<file path="config.mk">
export PLATFORM = sky130hd
export DESIGN_NAME = jump_consistent_hash_core
export DESIGN_NICKNAME = d
export VERILOG_FILES = /design/src/hw/rtl/jch_pkg.sv /design/src/hw/rtl/jch_mul32.sv /design/src/hw/rtl/jch_div.sv /design/src/hw/rtl/jump_consistent_hash_core.sv
export SDC_FILE = /design/constraint.sdc
export NUM_CORES = 2
export LEC_CHECK = 0
export ABC_AREA = 1
export CORE_AREA = 4 4 345 347
export DETAILED_ROUTE_END_ITERATION = 10
export DIE_AREA = 0 0 349 351
export DONT_BUFFER_PORTS = 1
export GPL_TIMING_DRIVEN = 0
export SYNTH_ARGS = -nofsm -noshare
export SYNTH_HDL_FRONTEND = slang
export SYNTH_SLANG_ARGS = --single-unit
</file>
<file path="constraint.sdc">
create_clock -name clk -period 15.4 [get_ports clk]
set_clock_uncertainty 0.15 [all_clocks]
set_input_delay 0 -clock clk [delete_from_list [all_inputs] [get_ports clk]]
set_output_delay 0 -clock clk [all_outputs]
set_load 0.1 [all_outputs]
</file>
<file path="src/hw/rtl/jch_pkg.sv">
`timescale 1ns / 1ps
`default_nettype none
// ----------------------------------------------------------------------------
// jch_pkg: jump consistent hash shared definitions
// Widths, the key step multiplier and the status carried from the divider.
// ----------------------------------------------------------------------------
package jch_pkg;

    localparam int KEY_W     = 64;
    localparam int BKT_W     = 31;
    localparam int RES_W     = 32;
    localparam int HALF_W    = 32;
    localparam int DIV_STEPS = BKT_W;
    localparam int DIV_CNT_W = $clog2(DIV_STEPS);

    localparam logic [KEY_W-1:0]  KEY_MULT = 64'd2862933555777941757;
    localparam logic [HALF_W-1:0] MULT_LO  = KEY_MULT[HALF_W-1:0];
    localparam logic [HALF_W-1:0] MULT_HI  = KEY_MULT[KEY_W-1:HALF_W];

    typedef struct packed {
        logic done;
    } div_stat_t;

endpackage : jch_pkg
`default_nettype wire

</file>
<file path="src/hw/rtl/jch_mul32.sv">
`timescale 1ns / 1ps
`default_nettype none
// ----------------------------------------------------------------------------
// jch_mul32: shared 32x32 multiplier
// Unsigned product, registered in the cycle after the operands are presented.
// ----------------------------------------------------------------------------
module jch_mul32
    import jch_pkg::*;
(
    input  wire logic                  clk,
    input  wire logic [HALF_W-1:0]     a,
    input  wire logic [HALF_W-1:0]     b,
    output logic      [2*HALF_W-1:0]   p
);

    logic [2*HALF_W-1:0] p_reg;

    always_ff @(posedge clk)
    begin
        p_reg <= a * b;
    end

    assign p = p_reg;

endmodule : jch_mul32
`default_nettype wire

</file>
<file path="src/hw/rtl/jch_div.sv">
`timescale 1ns / 1ps
`default_nettype none
// ----------------------------------------------------------------------------
// jch_div: bit-serial restoring divider
// Computes floor((numer << 31) / divisor), one quotient bit per cycle, for
// numer below divisor so that the quotient fits in 31 bits.
// ----------------------------------------------------------------------------
module jch_div
    import jch_pkg::*;
(
    input  wire logic                  clk,
    input  wire logic                  rst_n,
    input  wire logic                  start,
    input  wire logic [HALF_W-1:0]     numer,
    input  wire logic [HALF_W-1:0]     divisor,
    output logic      [BKT_W-1:0]      quot,
    output div_stat_t                  stat
);

    logic [HALF_W:0]      rem_reg,  rem_next;
    logic [HALF_W:0]      dvs_reg,  dvs_next;
    logic [BKT_W-1:0]     quot_reg, quot_next;
    logic [DIV_CNT_W-1:0] cnt_reg,  cnt_next;
    logic                 busy_reg, busy_next;
    logic                 done_reg, done_next;
    logic [HALF_W:0]      rem_sh;

    always_comb
    begin
        rem_next  = rem_reg;
        dvs_next  = dvs_reg;
        quot_next = quot_reg;
        cnt_next  = cnt_reg;
        busy_next = busy_reg;
        done_next = 1'b0;
        rem_sh    = {rem_reg[HALF_W-1:0], 1'b0};
        if (start)
        begin
            rem_next  = {1'b0, numer};
            dvs_next  = {1'b0, divisor};
            quot_next = '0;
            cnt_next  = '0;
            busy_next = 1'b1;
        end
        else if (busy_reg)
        begin
            if (rem_sh >= dvs_reg)
            begin
                rem_next  = rem_sh - dvs_reg;
                quot_next = {quot_reg[BKT_W-2:0], 1'b1};
            end
            else
            begin
                rem_next  = rem_sh;
                quot_next = {quot_reg[BKT_W-2:0], 1'b0};
            end
            cnt_next = cnt_reg + 1'b1;
            if (cnt_reg == DIV_CNT_W'(DIV_STEPS - 1))
            begin
                busy_next = 1'b0;
                done_next = 1'b1;
            end
        end
    end

    always_ff @(posedge clk or negedge rst_n)
    begin
        if (!rst_n)
        begin
            busy_reg <= 1'b0;
            done_reg <= 1'b0;
            cnt_reg  <= '0;
        end
        else
        begin
            busy_reg <= busy_next;
            done_reg <= done_next;
            cnt_reg  <= cnt_next;
        end
    end

    always_ff @(posedge clk)
    begin
        rem_reg  <= rem_next;
        dvs_reg  <= dvs_next;
        quot_reg <= quot_next;
    end

    assign quot      = quot_reg;
    assign stat.done = done_reg;

endmodule : jch_div
`default_nettype wire

</file>
<file path="src/hw/rtl/jump_consistent_hash_core.sv">
`timescale 1ns / 1ps
`default_nettype none
// ----------------------------------------------------------------------------
// jump_consistent_hash_core: jump consistent hash bucket selector
// Maps a 64-bit key and a bucket count to a bucket with exact integer math.
// ----------------------------------------------------------------------------
// Takes one item at a time and stalls its input until the result is loaded
// into the output register. Each jump advances the key through the shared
// 32x32 multiplier (three partial products and a final add), tests the next
// candidate against the bucket count with one more product and, when the
// loop goes on, runs the bit-serial divider and hands back the quotient as
// the next candidate. A key makes about ln(buckets) + 1 jumps; a bucket
// count of zero returns -1 with no jump.
// ----------------------------------------------------------------------------
module jump_consistent_hash_core
    import jch_pkg::*;
(
    input  wire logic                  clk,
    input  wire logic                  rst_n,
    input  wire logic                  in_valid,
    output logic                       in_stall,
    input  wire logic [KEY_W-1:0]      key,
    input  wire logic [BKT_W-1:0]      buckets,
    output logic                       out_valid,
    input  wire logic                  out_stall,
    output logic      [RES_W-1:0]      bucket
);

    typedef enum logic [3:0] {
        S_IDLE,
        S_MUL_LL,
        S_MUL_LH,
        S_MUL_HL,
        S_MUL_ADD,
        S_CMP_MUL,
        S_CMP,
        S_DIV,
        S_FINISH
    } state_t;

    state_t             state_reg,     state_next;
    logic               out_valid_reg, out_valid_next;
    logic [RES_W-1:0]   bucket_reg,    bucket_next;
    logic [KEY_W-1:0]   key_reg,       key_next;
    logic [KEY_W-1:0]   acc_reg,       acc_next;
    logic [BKT_W-1:0]   lim_reg,       lim_next;
    logic [BKT_W-1:0]   b_reg,         b_next;
    logic [RES_W-1:0]   res_reg,       res_next;

    logic [HALF_W-1:0]   mul_a;
    logic [HALF_W-1:0]   mul_b;
    logic [2*HALF_W-1:0] mul_p;
    logic [HALF_W-1:0]   b_plus1;
    logic [HALF_W-1:0]   dvs;
    logic [KEY_W-1:0]    numer_full;
    logic                div_start;
    logic [BKT_W-1:0]    div_q;
    div_stat_t           div_stat;

    assign b_plus1    = {1'b0, b_reg} + HALF_W'(1);
    assign dvs        = {1'b0, key_reg[KEY_W-1:KEY_W-BKT_W]} + HALF_W'(1);
    assign numer_full = {1'b0, b_plus1, {BKT_W{1'b0}}};

    jch_mul32 u_mul (
        .clk (clk),
        .a   (mul_a),
        .b   (mul_b),
        .p   (mul_p)
    );

    jch_div u_div (
        .clk     (clk),
        .rst_n   (rst_n),
        .start   (div_start),
        .numer   (b_plus1),
        .divisor (dvs),
        .quot    (div_q),
        .stat    (div_stat)
    );

    always_comb
    begin
        mul_a = '0;
        mul_b = '0;
        case (state_reg)
            S_MUL_LL:
            begin
                mul_a = key_reg[HALF_W-1:0];
                mul_b = MULT_LO;
            end
            S_MUL_LH:
            begin
                mul_a = key_reg[HALF_W-1:0];
                mul_b = MULT_HI;
            end
            S_MUL_HL:
            begin
                mul_a = key_reg[KEY_W-1:HALF_W];
                mul_b = MULT_LO;
            end
            S_CMP_MUL:
            begin
                mul_a = {1'b0, lim_reg};
                mul_b = dvs;
            end
            default:
            begin
                mul_a = '0;
                mul_b = '0;
            end
        endcase
    end

    always_comb
    begin
        state_next     = state_reg;
        out_valid_next = out_valid_reg && out_stall;
        bucket_next    = bucket_reg;
        key_next       = key_reg;
        acc_next       = acc_reg;
        lim_next       = lim_reg;
        b_next         = b_reg;
        res_next       = res_reg;
        div_start      = 1'b0;
        case (state_reg)
            S_IDLE:
            begin
                if (in_valid)
                begin
                    key_next = key;
                    lim_next = buckets;
                    b_next   = '0;
                    if (buckets == '0)
                    begin
                        res_next   = '1;
                        state_next = S_FINISH;
                    end
                    else
                    begin
                        state_next = S_MUL_LL;
                    end
                end
            end
            S_MUL_LL:
            begin
                state_next = S_MUL_LH;
            end
            S_MUL_LH:
            begin
                acc_next   = mul_p;
                state_next = S_MUL_HL;
            end
            S_MUL_HL:
            begin
                acc_next   = acc_reg + {mul_p[HALF_W-1:0], {HALF_W{1'b0}}};
                state_next = S_MUL_ADD;
            end
            S_MUL_ADD:
            begin
                key_next   = acc_reg + {mul_p[HALF_W-1:0], {HALF_W{1'b0}}} + KEY_W'(1);
                state_next = S_CMP_MUL;
            end
            S_CMP_MUL:
            begin
                state_next = S_CMP;
            end
            S_CMP:
            begin
                if (numer_full < mul_p)
                begin
                    div_start  = 1'b1;
                    state_next = S_DIV;
                end
                else
                begin
                    res_next   = {1'b0, b_reg};
                    state_next = S_FINISH;
                end
            end
            S_DIV:
            begin
                if (div_stat.done)
                begin
                    b_next     = div_q;
                    state_next = S_MUL_LL;
                end
            end
            S_FINISH:
            begin
                if (!out_valid_reg || !out_stall)
                begin
                    out_valid_next = 1'b1;
                    bucket_next    = res_reg;
                    state_next     = S_IDLE;
                end
            end
            default:
            begin
                state_next = S_IDLE;
            end
        endcase
    end

    always_ff @(posedge clk or negedge rst_n)
    begin
        if (!rst_n)
        begin
            state_reg     <= S_IDLE;
            out_valid_reg <= 1'b0;
        end
        else
        begin
            state_reg     <= state_next;
            out_valid_reg <= out_valid_next;
        end
    end

    always_ff @(posedge clk)
    begin
        bucket_reg <= bucket_next;
        key_reg    <= key_next;
        acc_reg    <= acc_next;
        lim_reg    <= lim_next;
        b_reg      <= b_next;
        res_reg    <= res_next;
    end

    assign in_stall  = (state_reg != S_IDLE);
    assign out_valid = out_valid_reg;
    assign bucket    = bucket_reg;

endmodule : jump_consistent_hash_core
`default_nettype wire

</file>
==> qor.txt <==
Status: finished with violations
Failing checks: max-capacitance violations, max-slew violations
Syn Area/Cell: 8.161 µm²
Slew Viols, Final: 5
Met2 Use GR: 0.5592
Async SR Flop Fraction: 0.02824
M1 GR Usage: 0.5322
FP Rows: 125
Met3 Use GR: 0.1047
Final TNS setup: 0 ns
CORE AREA: 115,900 µm²
Vias: 49,390
Number of max-cap violations: 1
Pre-antenna DRT Iters: 6
# hold bufs at CTS: 133
Worst hold slack: 0.02303 ns
Mean routed wirelength per cell: 26.25 µm
Critical Path Start: state_reg[2]$_DFFE_PN0P_
Largest net degree at the start of global routing: 65
Reg2Reg Setup Slack: 4.56 ns
Setup CP Type: flip-flop to flip-flop
DRT iter0 DRCs: 5,974
Tot GR Track Use: 0.3793
Final setup fails: 0
Critical register-to-register path endpoint: u_mul.p[50]$_DFF_P_
CTS tree: yes
Slew headroom: -0.03237
Crit path launch type: flip-flop
Clock transition at path regs: 0.07 ns
Fillers: 11,270
Vias in the first global route: 48,660
Final Hold Viols: 0
CTS Buf Count: 40
Die area: 122,500 µm²
IO Pins: 133
Worst Hold Class: input pin to flip-flop
Yosys warns: 0
End of the critical path: u_mul.p[50]$_DFF_P_
Initial Util: 0.4976
RSZ-0062 raised after global routing: no
CTS root buffer: clkbuf_16
Synth Instances: 7,066
Post-layout min period: 10.84 ns
R2r startpoint: state_reg[2]$_DFFE_PN0P_
IO Port Bufs: 0
Synth Flop Type: edfxtp_1
Mapped cell area: 57,670 µm²
Most used routing layer: met2
Worst EP required: 15.70 ns
Fin crit share: 0.7036
Grt total ovfl: 0
Most frequent cells in the layout: nand2_1, inv_1, fa_1, nor2_1, ha_1
Width of the die: 349 µm
Slew @ Worst Pin: 1.549 ns
Final worst slack: 4.565 ns
Peak Freq: 0.09229 GHz
Critical Path End Type: flip-flop
ANT nets after route: 0
EDFF count, synth: 318
Later-pin clock latency in the skew report: 0.60 ns
CP max-delay cell: clkinv_1
Count of cell types in the netlist: 63
Setup Fix Bufs, Post-CTS: 0
Commonest non-fill, non-tap cell in the layout: nand2_1
Initial antenna violation count: 13
Most Frequent Cell on Critical Path: fa_1
FF-to-FF path depth: 30
DIE HEIGHT: 351 µm
CP arrival: 11.14 ns
First-pass GRT wire length: 333,700 µm
Resize count post-CTS: 0
Gp weighted congestion: 1.031
Synth-to-layout area growth: 8.423%
Layout cell share with drive strength beyond 1: 0.04433
Critical path's largest stage delay: 0.95 ns
DP HPWL: 195,200 µm
Final design utilization: 0.5395
# DRC: 0
Seq/Total Area, Yosys: 0.2038
Placement Setup Slack: 5.166 ns
Clock buffer depth: 3
Vias/cell: 5.600
Total wire length: 231,500 µm
H-tree Lvls: 2
CP Max Fanout: 10
Clk sink count: 425
Final layout net count: 8,614
Yosys reg bits: 425
==> synthesized netlist by cell type (all sizes together), types with 7 or more instances <==
cell,count,share of area
nand3b,7,0.00098
a31oi,25,0.0027
xor2,123,0.019
clkinv,12,0.00080
dfxtp,95,0.033
nand2,1643,0.11
ha,363,0.079
o211ai,10,0.0013
nor3,64,0.0062
clkbuf,113,0.0074
o21a,25,0.0033
edfxtp,318,0.17
buf,121,0.012
nand3,199,0.018
fa,898,0.31
or2,35,0.0038
a22oi,25,0.0033
inv,1633,0.11
a21o,10,0.0013
nand4,52,0.0057
nor2,744,0.053
o21ai,228,0.020
xnor2,57,0.0087
a21oi,171,0.015
dfrtp,12,0.0052
o21bai,16,0.0021
nor4,27,0.0031
==> layout make-up <==
type	instances	area, µm²	area share
antenna	10	25.02	0.0004002
buffer	234	1102	0.01763
clock buffer	47	1047	0.01675
clock inverter	27	372.9	0.005963
inverter	1645	6178	0.09882
multi-input combinational	4767	38700	0.6190
sequential	425	11750	0.1879
tap	1524	1907	0.03050
timing repair buffer	141	1439	0.02301
==> worst max-delay path, delay by kind of cell, from the launching register on <==
kind / cells / cell delay (ns)
DFF: 1 / 0.40
buffers and inverters: 6 / 2.13
adders and majority gates: 9 / 4.69
and+or+nand+nor: 8 / 0.96
AOI/OAI and AO/OA: 7 / 2.33
==> how the worst min path moves through the flow <==
stage | slack (ns) | depth (start not counted) | start | end
3_5_place_dp | -0.44 | 0 | rst_n | state_reg[3]$_DFFE_PN0P_
4_1_cts | 0.0005 | 3 | key[13] | key_reg[13]$_DFFE_PP_
3_3_place_gp | -0.44 | 0 | rst_n | out_valid$_DFF_PN0_
2_1_floorplan | -0.45 | 0 | rst_n | out_valid$_DFF_PN0_
5_1_grt | 0.009 | 3 | key[7] | key_reg[7]$_DFFE_PP_
6_report | 0.02 | 3 | key[7] | key_reg[7]$_DFFE_PP_
==> per-layer routing <==
layer	share of wire	routed length (µm)
met4	0.051	11760
met5	0.000095	22
met2	0.42	97440
met3	0.12	28300
met1	0.41	94030
==> metrics by stage <==
| step | std cells | cell area [µm²] |
|---|---|---|
| 2_1_floorplan | 7071 | 57690 |
| 3_3_place_gp | 8595 | 59590 |
| 3_5_place_dp | 8602 | 59730 |
| 4_1_cts | 8809 | 62490 |
| 5_1_grt | 8811 | 62500 |
| 6_report | 8820 | 62520 |
==> logic make-up after synthesis <==
logic type	after synthesis	synth area share
adders and majority gates	1261	0.3905
AOI/OAI and AO/OA	536	0.05257
xor gates and xnor gates	180	0.02747
other	2	0.0001302
DFF	425	0.2038
buffers and inverters	1879	0.1262
and+or+nand+nor	2783	0.1993
Power is not shown: default switching activity piles up to over one toggle a cycle in this logic, so the estimate is an artifact.
